<file path="src/rtl/core/box_filter_3x3_rgb_core_defines.svh">
// assertion macros used by the box filter rtl
`ifndef BOX_FILTER_3X3_RGB_CORE_DEFINES_SVH
`define BOX_FILTER_3X3_RGB_CORE_DEFINES_SVH
`ifndef ASSERT_OFF
`define BF3_ASSERT(label, prop, msg) \
  label: assert property (@(posedge clk) disable iff (rst) prop) else $error(msg);
`define BF3_ASSERT_ALWAYS(label, prop, msg) \
  label: assert property (@(posedge clk) prop) else $error(msg);
`else
`define BF3_ASSERT(label, prop, msg)
`define BF3_ASSERT_ALWAYS(label, prop, msg)
`endif
`endif

</file>
<file path="src/rtl/core/bf3_pkg.sv">
// types, constants and helpers of the 3x3 box filter
package bf3_pkg;

  localparam int MAX_ROW_LEN = 1024;
  localparam int ADDR_W      = $clog2(MAX_ROW_LEN);
  localparam int WID_W       = $clog2(MAX_ROW_LEN + 1);
  localparam int PEND_W      = $clog2(MAX_ROW_LEN + 2);

  localparam int PIX_W       = 8;
  localparam int LEN_W       = 11;
  localparam int CNT_W       = 16;
  localparam int COL_SUM_W   = PIX_W + 2;
  localparam int BOX_SUM_W   = PIX_W + 4;

  // floor(s / 9) as (s * ceil(2^16 / 9)) >> 16, exact for any nine-pixel sum
  localparam int DIV_SHIFT   = 16;
  localparam int RECIP_W     = 13;
  localparam int RECIP9      = (2 ** DIV_SHIFT + 8) / 9;

  localparam int OUT_DEPTH   = 8;
  localparam int FIFO_PTR_W  = $clog2(OUT_DEPTH);
  localparam int CRED_W      = $clog2(OUT_DEPTH + 1);

  localparam int CFG_IDX_W   = 8;
  localparam int CFG_DATA_W  = 16;

  localparam logic [CFG_IDX_W-1:0] REG_ROW_LENGTH = CFG_IDX_W'(0);
  localparam logic [CFG_IDX_W-1:0] REG_ROW_COUNT  = CFG_IDX_W'(1);

  localparam logic [LEN_W-1:0] ROW_LENGTH_RESET = LEN_W'(1024);
  localparam logic [CNT_W-1:0] ROW_COUNT_RESET  = CNT_W'(1024);

  typedef struct packed {
    logic [PIX_W-1:0] blue;
    logic [PIX_W-1:0] green;
    logic [PIX_W-1:0] red;
  } rgb_t;

  typedef struct packed {
    rgb_t upper;
    rgb_t middle;
    rgb_t lower;
  } column_t;

  typedef struct packed {
    rgb_t upper;
    rgb_t middle;
  } line_t;

  typedef struct packed {
    logic [COL_SUM_W-1:0] blue;
    logic [COL_SUM_W-1:0] green;
    logic [COL_SUM_W-1:0] red;
  } col_sum_t;

  typedef struct packed {
    logic [BOX_SUM_W-1:0] blue;
    logic [BOX_SUM_W-1:0] green;
    logic [BOX_SUM_W-1:0] red;
  } box_sum_t;

  typedef struct packed {
    logic              rd_en;
    logic [ADDR_W-1:0] rd_addr;
    logic              wr_en;
    logic [ADDR_W-1:0] wr_addr;
  } lb_ctrl_t;

  typedef struct packed {
    rgb_t px;
    logic frame_end;
  } result_t;

  function automatic logic [PIX_W-1:0] div9(input logic [BOX_SUM_W-1:0] s);
    logic [BOX_SUM_W+RECIP_W-1:0] p;
    p = (BOX_SUM_W + RECIP_W)'(s) * (BOX_SUM_W + RECIP_W)'(RECIP9);
    return p[DIV_SHIFT +: PIX_W];
  endfunction

endpackage

</file>
<file path="src/rtl/core/bf3_stream_if.sv">


interface bf3_pixel_out_if import bf3_pkg::*; ();
  logic             valid;
  logic             ready;
  logic [PIX_W-1:0] out_red;
  logic [PIX_W-1:0] out_green;
  logic [PIX_W-1:0] out_blue;
  logic             frame_end;

  modport source (
    output valid, out_red, out_green, out_blue, frame_end,
    input  ready
  );
  modport sink (
    input  valid, out_red, out_green, out_blue, frame_end,
    output ready
  );
endinterface


</file>
<file path="src/rtl/core/bf3_out_fifo.sv">
// result queue in front of the output channel
module bf3_out_fifo import bf3_pkg::*; (
  input  logic    clk,
  input  logic    rst,
  input  logic    push,
  input  result_t push_data,
  bf3_pixel_out_if.source smoothed
);

  result_t               slots [OUT_DEPTH];
  logic [FIFO_PTR_W-1:0] wr_ptr;
  logic [FIFO_PTR_W-1:0] rd_ptr;
  logic [CRED_W-1:0]     count;
  logic                  pop;

  assign pop = smoothed.valid && smoothed.ready;

  always_ff @(posedge clk) begin
    if (rst) begin
      wr_ptr <= '0;
      rd_ptr <= '0;
      count  <= '0;
    end else begin
      if (push) begin
        wr_ptr <= wr_ptr + FIFO_PTR_W'(1);
      end
      if (pop) begin
        rd_ptr <= rd_ptr + FIFO_PTR_W'(1);
      end
      unique case ({push, pop})
        2'b10:   count <= count + CRED_W'(1);
        2'b01:   count <= count - CRED_W'(1);
        default: count <= count;
      endcase
    end
  end

  always_ff @(posedge clk) begin
    if (push) begin
      slots[wr_ptr] <= push_data;
    end
  end

  assign smoothed.valid     = (count != '0);
  assign smoothed.out_red   = slots[rd_ptr].px.red;
  assign smoothed.out_green = slots[rd_ptr].px.green;
  assign smoothed.out_blue  = slots[rd_ptr].px.blue;
  assign smoothed.frame_end = slots[rd_ptr].frame_end;

endmodule

</file>
<file path="src/flat_wrapper.sv">
// flat-port wrapper written by rule: the top's interface ports become plain ports
module bf3_out_fifo_flat import bf3_pkg::*;
  (clk, rst, push, push_data, smoothed_valid, smoothed_out_red, smoothed_out_green, smoothed_out_blue, smoothed_frame_end, smoothed_ready);
  bf3_pixel_out_if smoothed_i ();
  input  logic clk;
  input  logic rst;
  input  logic push;
  input  result_t push_data;
  output wire logic [$bits(smoothed_i.valid)-1:0] smoothed_valid;
  output wire logic [$bits(smoothed_i.out_red)-1:0] smoothed_out_red;
  output wire logic [$bits(smoothed_i.out_green)-1:0] smoothed_out_green;
  output wire logic [$bits(smoothed_i.out_blue)-1:0] smoothed_out_blue;
  output wire logic [$bits(smoothed_i.frame_end)-1:0] smoothed_frame_end;
  input wire logic [$bits(smoothed_i.ready)-1:0] smoothed_ready;
  assign smoothed_valid = smoothed_i.valid;
  assign smoothed_out_red = smoothed_i.out_red;
  assign smoothed_out_green = smoothed_i.out_green;
  assign smoothed_out_blue = smoothed_i.out_blue;
  assign smoothed_frame_end = smoothed_i.frame_end;
  assign smoothed_i.ready = smoothed_ready;
  bf3_out_fifo u_core (.clk(clk), .rst(rst), .push(push), .push_data(push_data), .smoothed(smoothed_i));
endmodule
</file>
<file path="config.mk">
export PLATFORM = sky130hd
export DESIGN_NAME = bf3_out_fifo_flat
export DESIGN_NICKNAME = d
export VERILOG_FILES = /design/src/rtl/core/box_filter_3x3_rgb_core_defines.svh /design/src/rtl/core/bf3_pkg.sv /design/src/rtl/core/bf3_stream_if.sv /design/src/rtl/core/bf3_out_fifo.sv /design/src/flat_wrapper.sv
export SDC_FILE = /design/constraint.sdc
export NUM_CORES = 1
export LEC_CHECK = 0
export ABC_CLOCK_PERIOD_IN_PS = 4000
export BUFFER_PORTS_ARGS = -buffer_cell sky130_fd_sc_hd__buf_2
export CORE_MARGIN = 1
export CORE_UTILIZATION = 59
export DETAILED_ROUTE_END_ITERATION = 10
export PLACE_DENSITY = 0.79
export SLEW_MARGIN = 20
export SYNTH_ARGS = -nofsm -noshare
export SYNTH_HDL_FRONTEND = slang
export SYNTH_SLANG_ARGS = --single-unit
</file>
<file path="constraint.sdc">
create_clock -name clk -period 4 [get_ports clk]
set_input_delay 0.8 -clock clk [delete_from_list [all_inputs] [get_ports clk]]
set_output_delay 0.8 -clock clk [all_outputs]
set_load 0.02 [all_outputs]
</file>
==> flow_summary.rst <==
.. list-table::
   :header-rows: 1

   * - Metric
     - Value
   * - Cts bufs inserted
     - 21
   * - Startpoint class of the critical path
     - flip-flop
   * - Setup slack at placement
     - 1.049 ns
   * - Delay of the slowest cell on the worst path
     - 0.73 ns
   * - Number of resized instances in the post-cts repair step
     - 0
   * - Fin Setup TNS
     - 0 ns
   * - Routed wirelength normalized by instance count
     - 22.72 um
   * - Horiz. Die Dim
     - 120.8 um
   * - Most numerous cell types in the synthesized netlist
     - sky130_fd_sc_hd__edfxtp_1, sky130_fd_sc_hd__mux4_1, sky130_fd_sc_hd__mux2_2
   * - Unrepaired setup endpoints after global routing
     - false
   * - Buffers inserted by post-CTS timing repair
     - 0
   * - Crit path max-delay cell type
     - sky130_fd_sc_hd__dfxtp_2
   * - Routed Antenna Nets
     - 0
   * - Number of nets produced by synthesis
     - 396
   * - Die outline area
     - 14600 um2
   * - Vias in the first global route
     - 3877
   * - Number of max-slew violations in the final report
     - 0
   * - Post-detailed-route DRC marker count
     - 0
   * - Via/cell ratio
     - 5.940
   * - Buf/Inv on CP
     - 2
   * - Setup violations, final
     - 0
   * - Worst hold slack
     - 0.4837 ns
   * - Count of inserted antenna diode cells
     - 0
   * - Min cycle time layout
     - 3.435 ns
   * - Cell type with the largest total area after synthesis
     - sky130_fd_sc_hd__edfxtp_1
   * - Maximum level of the CTS H-tree
     - 1
   * - Area grow syn2layout
     - 14.56%
   * - First-pass detailed-route iteration total
     - 4
   * - Quantity of hold-fixing buffers added after cts
     - 0
   * - CTS tree
     - done
   * - Total of buffers placed on input and output ports
     - 54
   * - Count of routing violations after the opening detailed-route iteration
     - 238
   * - Clock slew at reported path FFs
     - 0.06 ns
   * - Number of clock sinks seen by CTS
     - 213
   * - Final instance area
     - 9542 um2
   * - Critical path's top delay family
     - multiplexers
   * - Initial Utilization
     - 60.24%
   * - Crit Path Class
     - flip-flop to output pin
   * - Number of warnings reported in the yosys synthesis log
     - 0
   * - Number of antenna violations at the first check in global routing
     - 0
   * - Fraction of registers with async set or reset after synthesis
     - 0%
   * - Worst ir drop on vdd
     - 0.4699 mV
   * - Root buffer selected by CTS
     - sky130_fd_sc_hd__clkbuf_16
   * - Most used standard cell by instance count after synthesis
     - sky130_fd_sc_hd__edfxtp_1
   * - Insertion delay to the later sink of the worst-skew pair
     - 0.50 ns
   * - Clock Skews
     - 0.01507 ns
   * - Arrival time reported for the critical path endpoint
     - 2.64 ns
   * - Max Cap Violations
     - 0
   * - Min setup slack post-route
     - 0.5649 ns
   * - Pleak
     - 3.210 nW
   * - Ordered list of cells on the worst path
     - buf_12 -> mux4_1 -> mux2_2 -> buf_2
   * - Max frequency
     - 291.1 MHz
   * - Register area share after synthesis
     - 75.23%
   * - Final hold violation count
     - 0
   * - HPWL after DPL
     - 8.053 mm
   * - # rows
     - 43
   * - Area post-placement
     - 8900 um2
   * - Post-synthesis area per instance
     - 23.01 um2
   * - Synth cell types
     - 25
   * - Core Box Area
     - 13830 um2
   * - Number of synthesized flops with an enable pin
     - 200
   * - Netlist area before placement
     - 8329 um2
   * - Max Fanout on Critical Path
     - 31
   * - Worst min-delay path class
     - flip-flop to flip-flop
   * - I/O pin total
     - 55
   * - Main area contributors after synthesis
     - sky130_fd_sc_hd__edfxtp_1, sky130_fd_sc_hd__mux4_1, sky130_fd_sc_hd__mux2_2
   * - Leftover overflow at the end of global routing
     - 0
   * - Pin count of the biggest net entering global routing
     - 33
   * - Tightest Pin Transition
     - 0.8092 ns
   * - Category of the worst setup path capture point
     - output pin
   * - Slew margin rel.
     - 45.99%
   * - Register bit total from synthesis
     - 213
   * - Areal power density over the cells
     - 544.6 nW/um2
   * - Share of the clock period used by the worst path after layout
     - 85.88%
   * - Longest Clk Path Bufs
     - 3
   * - Final net count
     - 469
   * - Synth top area share
     - 72.10%
   * - Post-synthesis instance total
     - 362
   * - Main synth FF type
     - sky130_fd_sc_hd__edfxtp_1
   * - Routability congestion estimate from global placement
     - 0.7155
   * - Wire length of the first global-routing pass
     - 21.71 mm
   * - Required time at the endpoint of the critical path
     - 3.20 ns
   * - Count of vias placed by the detailed router
     - 3742
   * - Outcome
     - finished, final reports clean
   * - Die height
     - 120.8 um
   * - Routed wire length
     - 14.31 mm
   * - Layout fillers
     - 839
   * - Share of cells above drive strength 1
     - 29.33%
   * - Total GRT Usage
     - 20.55%
==> flip-flops by register name (all words and copies together) (netlist names), named ones only <==
name           count
u_core.wr_ptr      3
u_core.count       4
u_core.slots     200
u_core.rd_ptr      3
==> power breakdown <==
part | switching (mW) | internal [mW] | leakage [nW] | total (mW)
clock | 0.783 | 1.04 | 0.304 | 1.82
combinational | 0.383 | 0.392 | 0.982 | 0.775
sequential | 0.0832 | 2.52 | 1.92 | 2.60
==> layer usage <==
metal	GRT usage, %	vias up	wire length, um
met4	6.404	0	282
li1	-	1699	-
met1	27.38	1928	6215
met5	0	-	0
met3	3.491	31	585
met2	35.02	84	7230
==> area by class of cell <==
| type | count | area (um2) | share of cell area [%] |
|---|---|---|---|
| multi-input cells | 131 | 1976 | 20.71 |
| clock buffers | 25 | 540.5 | 5.665 |
| flip-flops and latches | 213 | 6269 | 65.70 |
| well taps | 180 | 225.2 | 2.360 |
| clock inverters | 13 | 101.3 | 1.062 |
| repair buffers | 66 | 422.9 | 4.432 |
| inverters | 2 | 7.507 | 0.07868 |
==> worst paths after layout <==
check / start / to / slack (ns) / depth (start not counted)
setup reg to reg: u_core.count[1] / u_core.count[2] / 1.48 / 10
setup / recovery: flip-flop / smoothed_out_blue[6] / 0.56 / 4
hold reg to reg: u_core.rd_ptr[1] / flip-flop / 0.48 / 2
hold / removal: u_core.rd_ptr[1] / flip-flop / 0.48 / 2
==> layout by cell type, fill, tap and decap left out, types with 2 or more instances in the layout <==
master / instances
sky130_fd_sc_hd__a21oi_1: 3
sky130_fd_sc_hd__buf_12: 5
sky130_fd_sc_hd__buf_2: 54
sky130_fd_sc_hd__buf_4: 7
sky130_fd_sc_hd__clkbuf_1: 4
sky130_fd_sc_hd__clkbuf_16: 21
sky130_fd_sc_hd__clkinv_1: 5
sky130_fd_sc_hd__clkinv_2: 2
sky130_fd_sc_hd__clkinvlp_4: 3
sky130_fd_sc_hd__dfxtp_1: 11
sky130_fd_sc_hd__dfxtp_2: 2
sky130_fd_sc_hd__edfxtp_1: 200
sky130_fd_sc_hd__ha_1: 5
sky130_fd_sc_hd__inv_1: 2
sky130_fd_sc_hd__mux2_2: 26
sky130_fd_sc_hd__mux2i_1: 2
sky130_fd_sc_hd__mux4_1: 50
sky130_fd_sc_hd__nand2_1: 6
sky130_fd_sc_hd__nand2b_1: 4
sky130_fd_sc_hd__nand3_1: 2
sky130_fd_sc_hd__nor2_1: 10
sky130_fd_sc_hd__nor2_2: 6
sky130_fd_sc_hd__nor3_2: 2
sky130_fd_sc_hd__o21ai_0: 2
sky130_fd_sc_hd__xor2_1: 6
==> cells by family after synthesis <==
logic type / after synthesis / share of synthesized area (%)
fa+ha+maj: 5 / 0.7511
simple gates: 34 / 1.908
compound gates: 7 / 0.4957
buf+inv: 18 / 1.352
mux: 78 / 19.53
xor+xnor: 7 / 0.7361
flops: 213 / 75.23
==> tightest hold or removal path, stage by stage, from the launching register on <==
cell and delay [ns]:
sky130_fd_sc_hd__dfxtp_1 0.31, sky130_fd_sc_hd__nand2_1 0.05, sky130_fd_sc_hd__a21oi_1 0.07
==> per-stage QoR <==
step	std cells	total power, mW	utilization [%]
floorplan	362	3.211	-
global placement	592	3.402	64.37
detailed placement	592	3.425	64.37
CTS	630	5.245	69.01
global route	630	5.379	69.01
finish	630	5.196	69.01
Power figures use the tool's default switching activity.
