--- src/rtl/core/box_filter_3x3_rgb_core_defines.svh ---
// assertion macros used by the box filter rtl
`ifndef BOX_FILTER_3X3_RGB_CORE_DEFINES_SVH
`define BOX_FILTER_3X3_RGB_CORE_DEFINES_SVH
`ifndef ASSERT_OFF
`define BF3_ASSERT(label, prop, msg) \
  label: assert property (@(posedge clk) disable iff (rst) prop) else $error(msg);
`define BF3_ASSERT_ALWAYS(label, prop, msg) \
  label: assert property (@(posedge clk) prop) else $error(msg);
`else
`define BF3_ASSERT(label, prop, msg)
`define BF3_ASSERT_ALWAYS(label, prop, msg)
`endif
`endif

--- src/rtl/core/bf3_pkg.sv ---
// types, constants and helpers of the 3x3 box filter
package bf3_pkg;

  localparam int MAX_ROW_LEN = 1024;
  localparam int ADDR_W      = $clog2(MAX_ROW_LEN);
  localparam int WID_W       = $clog2(MAX_ROW_LEN + 1);
  localparam int PEND_W      = $clog2(MAX_ROW_LEN + 2);

  localparam int PIX_W       = 8;
  localparam int LEN_W       = 11;
  localparam int CNT_W       = 16;
  localparam int COL_SUM_W   = PIX_W + 2;
  localparam int BOX_SUM_W   = PIX_W + 4;

  // floor(s / 9) as (s * ceil(2^16 / 9)) >> 16, exact for any nine-pixel sum
  localparam int DIV_SHIFT   = 16;
  localparam int RECIP_W     = 13;
  localparam int RECIP9      = (2 ** DIV_SHIFT + 8) / 9;

  localparam int OUT_DEPTH   = 8;
  localparam int FIFO_PTR_W  = $clog2(OUT_DEPTH);
  localparam int CRED_W      = $clog2(OUT_DEPTH + 1);

  localparam int CFG_IDX_W   = 8;
  localparam int CFG_DATA_W  = 16;

  localparam logic [CFG_IDX_W-1:0] REG_ROW_LENGTH = CFG_IDX_W'(0);
  localparam logic [CFG_IDX_W-1:0] REG_ROW_COUNT  = CFG_IDX_W'(1);

  localparam logic [LEN_W-1:0] ROW_LENGTH_RESET = LEN_W'(1024);
  localparam logic [CNT_W-1:0] ROW_COUNT_RESET  = CNT_W'(1024);

  typedef struct packed {
    logic [PIX_W-1:0] blue;
    logic [PIX_W-1:0] green;
    logic [PIX_W-1:0] red;
  } rgb_t;

  typedef struct packed {
    rgb_t upper;
    rgb_t middle;
    rgb_t lower;
  } column_t;

  typedef struct packed {
    rgb_t upper;
    rgb_t middle;
  } line_t;

  typedef struct packed {
    logic [COL_SUM_W-1:0] blue;
    logic [COL_SUM_W-1:0] green;
    logic [COL_SUM_W-1:0] red;
  } col_sum_t;

  typedef struct packed {
    logic [BOX_SUM_W-1:0] blue;
    logic [BOX_SUM_W-1:0] green;
    logic [BOX_SUM_W-1:0] red;
  } box_sum_t;

  typedef struct packed {
    logic              rd_en;
    logic [ADDR_W-1:0] rd_addr;
    logic              wr_en;
    logic [ADDR_W-1:0] wr_addr;
  } lb_ctrl_t;

  typedef struct packed {
    rgb_t px;
    logic frame_end;
  } result_t;

  function automatic logic [PIX_W-1:0] div9(input logic [BOX_SUM_W-1:0] s);
    logic [BOX_SUM_W+RECIP_W-1:0] p;
    p = (BOX_SUM_W + RECIP_W)'(s) * (BOX_SUM_W + RECIP_W)'(RECIP9);
    return p[DIV_SHIFT +: PIX_W];
  endfunction

endpackage

--- src/rtl/core/bf3_cell.sv ---
// one window column: holds three pixels, shifts to its neighbor, sums per channel
module bf3_cell import bf3_pkg::*; (
  input  logic     clk,
  input  logic     shift,
  input  column_t  col_in,
  output column_t  col_out,
  output col_sum_t sums
);

  column_t col_q;

  always_ff @(posedge clk) begin
    if (shift) begin
      col_q <= col_in;
    end
  end

  assign col_out = col_q;

  always_comb begin
    sums.red   = COL_SUM_W'(col_q.upper.red) + COL_SUM_W'(col_q.middle.red)
               + COL_SUM_W'(col_q.lower.red);
    sums.green = COL_SUM_W'(col_q.upper.green) + COL_SUM_W'(col_q.middle.green)
               + COL_SUM_W'(col_q.lower.green);
    sums.blue  = COL_SUM_W'(col_q.upper.blue) + COL_SUM_W'(col_q.middle.blue)
               + COL_SUM_W'(col_q.lower.blue);
  end

endmodule

--- config.mk ---
export PLATFORM = sky130hd
export DESIGN_NAME = bf3_cell
export DESIGN_NICKNAME = d
export VERILOG_FILES = /design/src/rtl/core/box_filter_3x3_rgb_core_defines.svh /design/src/rtl/core/bf3_pkg.sv /design/src/rtl/core/bf3_cell.sv
export SDC_FILE = /design/constraint.sdc
export NUM_CORES = 1
export LEC_CHECK = 0
export CAP_MARGIN = 5
export CORE_ASPECT_RATIO = 1.1
export CORE_MARGIN = 2
export CORE_UTILIZATION = 57
export CTS_CLUSTER_SIZE = 10
export DETAILED_ROUTE_END_ITERATION = 16
export DONT_BUFFER_PORTS = 1
export HOLD_SLACK_MARGIN = 0.03
export PLACE_DENSITY = 0.86
export SYNTH_ARGS = -nofsm -noshare
export SYNTH_HDL_FRONTEND = slang
export SYNTH_SLANG_ARGS = --single-unit
export TNS_END_PERCENT = 20
--- constraint.sdc ---
create_clock -name clk -period 2.7 [get_ports clk]
set_input_delay 0.54 -clock clk [delete_from_list [all_inputs] [get_ports clk]]
set_output_delay 0.54 -clock clk [all_outputs]
set_load 0.02 [all_outputs]
==> results, run 1 <==
- Of all nets on the critical path, the largest fanout is 2.
- The number of unique standard cell types used by synthesis is 23.
- The die outline area is 6993 um^2.
- Summed over its instances, the top area cell type makes up 59.83% of the synthesized netlist area.
- The data arrival time of the critical path is around 2.6 ns.
- On the critical path the largest part of the delay comes from adder cells.
- The largest total area in the synthesized netlist belongs to edfxtp_1.
- The overall overflow remaining after global route is 0.
- The floorplan die width is 79.92 um.
- The type of the worst setup path is register to output pin.
- The clock tree synthesis step divided the H-tree into 3 levels.
- Counting instances in the post-synthesis netlist gives the leading cell types as 72 x edfxtp_1, 34 x inv_1, 27 x fa_1.
- During I/O placement, the number of pins put on the boundary was 176.
- After legalization and detailed placement, the total HPWL measured 6.141 mm.
- The highest cell delay on the worst timing path is ~0.5 ns.
- The tool flagged a number of max-cap violations equal to 0.
- The library cell used as clock root buffer is clkbuf_8.
- The core region is approximately 6200 um^2.
- The number of global-route vias before repair came to roughly 2600.
- The detailed-router iteration count before antenna repair is 4.
- Global routing consumed, over all layers together, 25.41% of the routing resources.
- Across the VDD grid, the largest voltage drop is 0.5111 mV.
- For this design, the sink count on the clock tree is 72.
- Setup repair after global routing could not meet its margin everywhere.
- Across all setup checks in the final design, the least slack found is -0.4713 ns.
- At the pin with the least slew margin, the transition time is 0.3823 ns.
- The number of placement rows is 30.
- The static leakage power is 0.002052 uW.
- The total CTS buffers is 9.
- The total of flip-flops plus latches after synthesis is 72.
- In this run the tool buffered the top-level ports with 0 buffer cells.
- The flow ran to the end, but the final reports show violations.
- Averaged over all synthesized cells, the footprint is roughly 15 um^2.
- The first global-routing pass estimated 12.89 mm of wire.
- The first-iteration detailed-routing DRC count is 91.
- The number of flip-flops under the largest register name is between 70 and 80.
- The growth of design area from synthesis to finish is 36.32%.
- The count of yosys warnings during synthesis is 0.
- The final-report max-slew violation count is 0.
- The most common cell in the synthesized netlist is edfxtp_1.
- Once detail routing completed, the nets flagged for antenna violations numbered 0.
- In the finished design, the share of the clock period the worst path needs comes to 117.5%.
- Counting both buffers and inverters, the worst setup path holds a total of 1.
- The overall routed net length is 8.627 mm.
- The pin count of the biggest net entering global routing is 73.
- In the synthesized netlist the async set-or-reset flop fraction comes to 0%.
- In the routed layout, each cell is associated on average with a via count of 5.598.
- Clock-pin slew was measured on the worst setup and hold paths at ~0.08 ns.
- Dividing the detail-routed wire length by the instance count gives 19.83 um.
- The kind of start point of the critical path is a register.
- In this run the tightest slew margin relative to its limit is 74.39%.
- The power density of the placed cells is 850.5 nW/um^2.
- In the synthesized netlist, the number of instances is approximately 240.
- In the synthesized netlist the dominant register cell turns out to be edfxtp_1.
- The critical path goes through fa_1, ha_2, inv_2, fa_2, nor2b_4, o31a_1, or4_4, nand3_4.
- The number of nets produced by synthesis is 359.
- Counting along the longest clock path gives a buffer depth of 2.
- Once layout is done, the placed cells without fillers occupy roughly 5000 um^2.
- The worst setup path is captured at an output pin.
- The share of the yosys chip area belonging to registers is 59.83%.
- The aggregate negative setup slack is -5.676 ns.
- The TritonCTS clock tree is yes.
- The number of failing hold endpoints at the final stage is 0.
- The checks that failed: negative setup slack.
- The die boundary height is between 80 and 90 um.
- The required time of the critical path is 2.16 ns.
- Counting flops with a built-in enable in the synthesized netlist gives ~70.
- The total setup violations reported at the end of the flow is 20.
- Summing internal, switching and leakage power gives 4190 uW.
- Timing analysis after detailed placement gives a worst setup slack of -0.2113 ns.
- The top achievable clock speed is around 0.32 GHz.
- After detailed routing, the number of remaining DRC violations is 0.
- The post-layout net count is approximately 470.
- Summing every instance area after synthesis gives 3613 um^2.
- The smallest clock period supported by the final layout is computed as about 3.2 ns.
- The initial antenna violation count is 0.
- Routability-driven placement finished with a final weighted congestion of 0.7646.
- For this configuration, the core starts out at a cell density of 58.70%.
- The total number of vias is 2435.
- The master of the slowest instance on the critical path is fa_1.
- The final core utilization is 80.02%.
- The placed standard-cell area is 4449 um^2.
- The fill cell instance count of the final layout is 338.
- The fraction of final layout cells sized beyond drive strength 1 is 46.76%.
- The worst hold path belongs to the class input port to register.
- Ranked by total cell area, the synthesized netlist is headed by edfxtp_1 60%, fa_1 15%, ha_1 7.3%, inv_1 3.5%, xnor2_1 2.9%.
- The number of antenna diodes in the final layout is 0.
path summary, 6_finish.rpt:
| kind | cells past startpoint | end | slack, ns | startpoint |
|---|---|---|---|---|
| setup / recovery | 8 | sums[27] | -0.47 | col_out[41] |
| hold / removal | 0 | col_out[31] | 0.30 | col_in[31] |
power breakdown:
| group | switching [uW] | total (uW) | internal, uW |
|---|---|---|---|
| clock network | 372 | 791 | 419 |
| logic | 1160 | 2000 | 838 |
| registers | 68.1 | 1400 | 1330 |
routing by layer:
layer,track usage [%],wire (um)
met2,45.91,4698
met3,10.68,769
met1,25.18,2861
met4,11.56,297
met5,0,0
logic make-up after synthesis:
logic type      Yosys count  share of synthesized area (%)
xor+xnor                 16                          3.878
compound gates           40                          6.683
buf+inv                  34                          3.532
fa+ha+maj                48                          22.23
simple gates             27                          3.843
flops                    72                          59.83
layout by cell type (no fill, tap or decap), types with 6 or more instances in the layout:
cell type	synthesis	layout
o211ai_1	7	7
clkbuf_8	0	9
ha_1	21	12
a21oi_2	0	11
xnor2_2	0	10
a21oi_1	19	6
fa_1	27	23
ha_2	0	7
nand2_1	9	9
inv_1	34	32
edfxtp_1	72	72
buf_4	0	101
final cells by class:
class                           count  area, um^2  area share [%]
Timing Repair Buffer              102       769.5           15.62
Clock inverter                      5       47.55          0.9652
Tap cell                           80       100.1           2.032
Sequential cell                    72        2162           43.89
Inverter                           34       127.6           2.591
Multi-Input combinational cell    131        1588           32.23
Clock buffer                       11       131.4           2.667
stage by stage:
stage / hold slack [ns] / std cells
4_1_cts: 0.2803 / 435
6_report: 0.2972 / 435
3_5_place_dp: 0.6389 / 412
2_1_floorplan: 0.6389 / 237
5_1_grt: 0.2680 / 435
3_3_place_gp: 0.6389 / 412
repair_timing:
action,CTS,global route
resized for setup,38,18
hold buffers,0,0
setup buffers,7,0
pin swaps,20,9
setup endpoints to repair,24,22
Power figures use the tool's default switching activity.
==> inputs of run 2 (changes only) <==
RECOVER_POWER = 100   (was unset)
==> run 2 against run 1 <==
  * The flow still finishes with violations (negative setup slack)
  * Global-route usage unchanged
  * Sequential share of layout area increased by 2.3 points
  * Critical path depth unchanged
  * Die area unchanged
  * Core utilization decreased by 4.0 points
  * Final cell count unchanged
  * Worst setup slack improved by 0.0016 ns
  * Non-clock buffer count unchanged
  * Critical endpoint unchanged
==> results, run 2 (synthesis results as in run 1) <==
- Run status: complete, but fails checks (unchanged).
- Failing checks: negative setup slack (unchanged).
- The highest cell delay on the worst timing path was 0.50 ns (about the same).
- The number of stages on the worst hold path is 0 (unchanged).
- The number of max-cap violations is 0 (unchanged).
- The total half-perimeter wirelength after legalization and detailed placement is 6.141 mm (unchanged).
- The post-route fraction of the period consumed by the critical path is 117.4% (was 117.5%).
- The number of flip-flops under the largest register name came to 72 (unchanged).
- Worst-path cell chain: fa_1, ha_2, inv_2, fa_2, nor2b_4, o31a_1, or4_4, nand3_4 (unchanged).
- The pin slew with the least headroom to its limit is 0.3608 ns (was 0.3823 ns).
- Setup repair after global routing missed its margin: true (unchanged).
- The number of levels the H-tree was split into came to 3 (unchanged).
- The total setup violations reported at the end of the flow is 21 (was 20).
- The floorplan die width is 79.92 um (unchanged).
- The starting utilization of the core area is 58.70% (unchanged).
- The number of failing hold endpoints at the final stage is 0 (unchanged).
- The global-route usage over all layers was 25.41% (unchanged).
- The total CTS buffers is 9 (unchanged).
- The first-iteration detailed-routing DRC count was 92 (was 91).
- The terminating pin of the worst hold path is col_out[31] (unchanged).
- The relative slew slack is 75.83% (was 74.39%).
- The wire length of the first global-routing pass came to 12.89 mm (unchanged).
- The required time of the critical path is 2.16 ns (about the same).
- The pin count of the biggest net entering global routing is 73 (unchanged).
- The placement-stage worst setup slack is -0.2113 ns (unchanged).
- The antenna cell count is 0 (unchanged).
- The number of hold buffers added after CTS came to 0 (unchanged).
- The post-route standard cell area excluding fillers is 4681 um^2 (was 4926 um^2).
- The count of port buffers added during placement is 0 (unchanged).
- The clock-pin transition on the worst setup and hold timing paths is 0.08 ns (about the same).
- The final-report max-slew violation count is 0 (unchanged).
- The last weighted congestion value of the routability-driven placer came to 0.7646 (unchanged).
- The overall overflow remaining after global route is 0 (unchanged).
- The minimum clock period after layout is 3.170 ns (was 3.171 ns).
- The TritonCTS clock tree is yes (unchanged).
- The placeable core region is 6156 um^2 (unchanged).
- The leading cell type in the layout, fill and taps excluded was edfxtp_1 (was buf_4).
- The initial antenna violation count is 0 (unchanged).
- The die outline area was 6993 um^2 (unchanged).
- The detailed-router iteration count before antenna repair is 4 (unchanged).
- The post-route DRC violation count is 0 (unchanged).
- The number of buffers on the longest clock path is 2 (unchanged).
- The remaining number of nets flagged by the antenna check after routing is 0 (unchanged).
- The master of the slowest instance on the critical path is fa_1 (unchanged).
- The data arrival time of the critical path is 2.63 ns (about the same).
- The start point of the worst hold path is col_in[31] (unchanged).
- The maximum resistive drop on vdd is 0.5051 mV (was 0.5111 mV).
- The largest fanout on the critical path is 2 (unchanged).
- The number of global-route vias before repair was 2606 (unchanged).
- The top achievable clock speed is 0.3155 GHz (was 0.3153 GHz).
- The library cell used as clock root buffer was clkbuf_8 (unchanged).
- The kind of start point of the critical path is a register (unchanged).
- The die boundary height is 87.51 um (unchanged).
- The growth of design area from synthesis to finish is 29.54% (was 36.32%).
- The average detailed-routed wire length per instance is 19.78 um (was 19.83 um).
- The power density of the placed cells was 879.5 nW/um^2 (was 850.5 nW/um^2).
- The path type of the worst min-delay path was input port to register (unchanged).
- The number of placement rows came to 30 (unchanged).
- The number of vias per cell is 5.545 (was 5.598).
- The overall routed net length is 8.606 mm (was 8.627 mm).
- The total I/O pin count is 176 (unchanged).
- The post-layout net count is 472 (unchanged).
- The count of clock tree sinks is 72 (unchanged).
- The fill cell instance count of the final layout is 409 (was 338).
- The total number of vias was 2412 (was 2435).
- The final core utilization was 76.04% (was 80.02%).
- The setup slack after layout was -0.4697 ns (was -0.4713 ns).
- The type of the worst setup path is register to output pin (unchanged).
- The type of destination of the critical path is an output pin (unchanged).
- The static leakage power is 0.001822 uW (was 0.002052 uW).
- The fraction of final layout cells sized beyond drive strength 1 was 28.17% (was 46.76%).
- Highest-count cells in the layout ignoring fill and taps: 72 x edfxtp_1, 66 x clkbuf_1, 32 x inv_1 (was 101 x buf_4, 72 x edfxtp_1, 32 x inv_1).
- The placed standard-cell area was 4449 um^2 (unchanged).
- The aggregate negative setup slack is -5.834 ns (was -5.676 ns).
==> run 2: changes by cell type in the layout (fill, tap and decap cells not counted), sizes merged <==
cell    delta
buf       -71
clkbuf    +71
==> run 2: report_power, final <==
| part | switching (uW) | internal, uW |
|---|---|---|
| sequential | 65.7 | 1330 |
| clock | 372 | 419 |
| combinational | 1150 | 772 |
==> run 2: how the worst max path moves through the flow <==
stage | from | end | depth (start not counted)
finish | col_out[41] | sums[27] | 8
global route | col_out[41] | sums[27] | 8
CTS | col_out[41] | sums[27] | 9
detailed placement | col_out[1] | sums[7] | 7
global placement | col_out[1] | sums[7] | 7
floorplan | col_out[17] | sums[27] | 8
==> run 2: layer usage <==
layer	track usage, %	wire [um]
met1	25.18	2840
met3	10.68	756
met2	45.91	4633
met4	11.56	375
met5	0	0
==> run 2: layout make-up <==
class	instances	area [um^2]	area share (%)
Timing Repair Buffer	102	529.3	11.31
Tap cell	80	100.1	2.138
Clock inverter	5	47.55	1.016
Multi-Input combinational cell	131	1583	33.81
Sequential cell	72	2162	46.19
Clock buffer	11	131.4	2.807
Inverter	34	127.6	2.727
==> run 2: repair_timing <==
item,in CTS,in global routing
pin swaps,20,9
resized for setup,38,18
endpoints found under the setup margin,24,22
setup buffers,7,0
==> run 2: metrics by stage <==
stage          instances  hold WS [ns]  total power (uW)
2_1_floorplan        237        0.6389              2559
3_3_place_gp         412        0.6389              3016
3_5_place_dp         412        0.6389              3078
4_1_cts              435        0.2803              4101
5_1_grt              435        0.2680              4313
6_report             435        0.2962              4117
==> run 2: worst max-delay path: cells and delay by family, from the launching register on <==
kind | cells | cell delay (ns)
adders and majority gates | 3 | 0.94
and+or+nand+nor | 3 | 0.60
DFF | 1 | 0.42
AOI/OAI and AO/OA | 1 | 0.27
buffers and inverters | 1 | 0.06
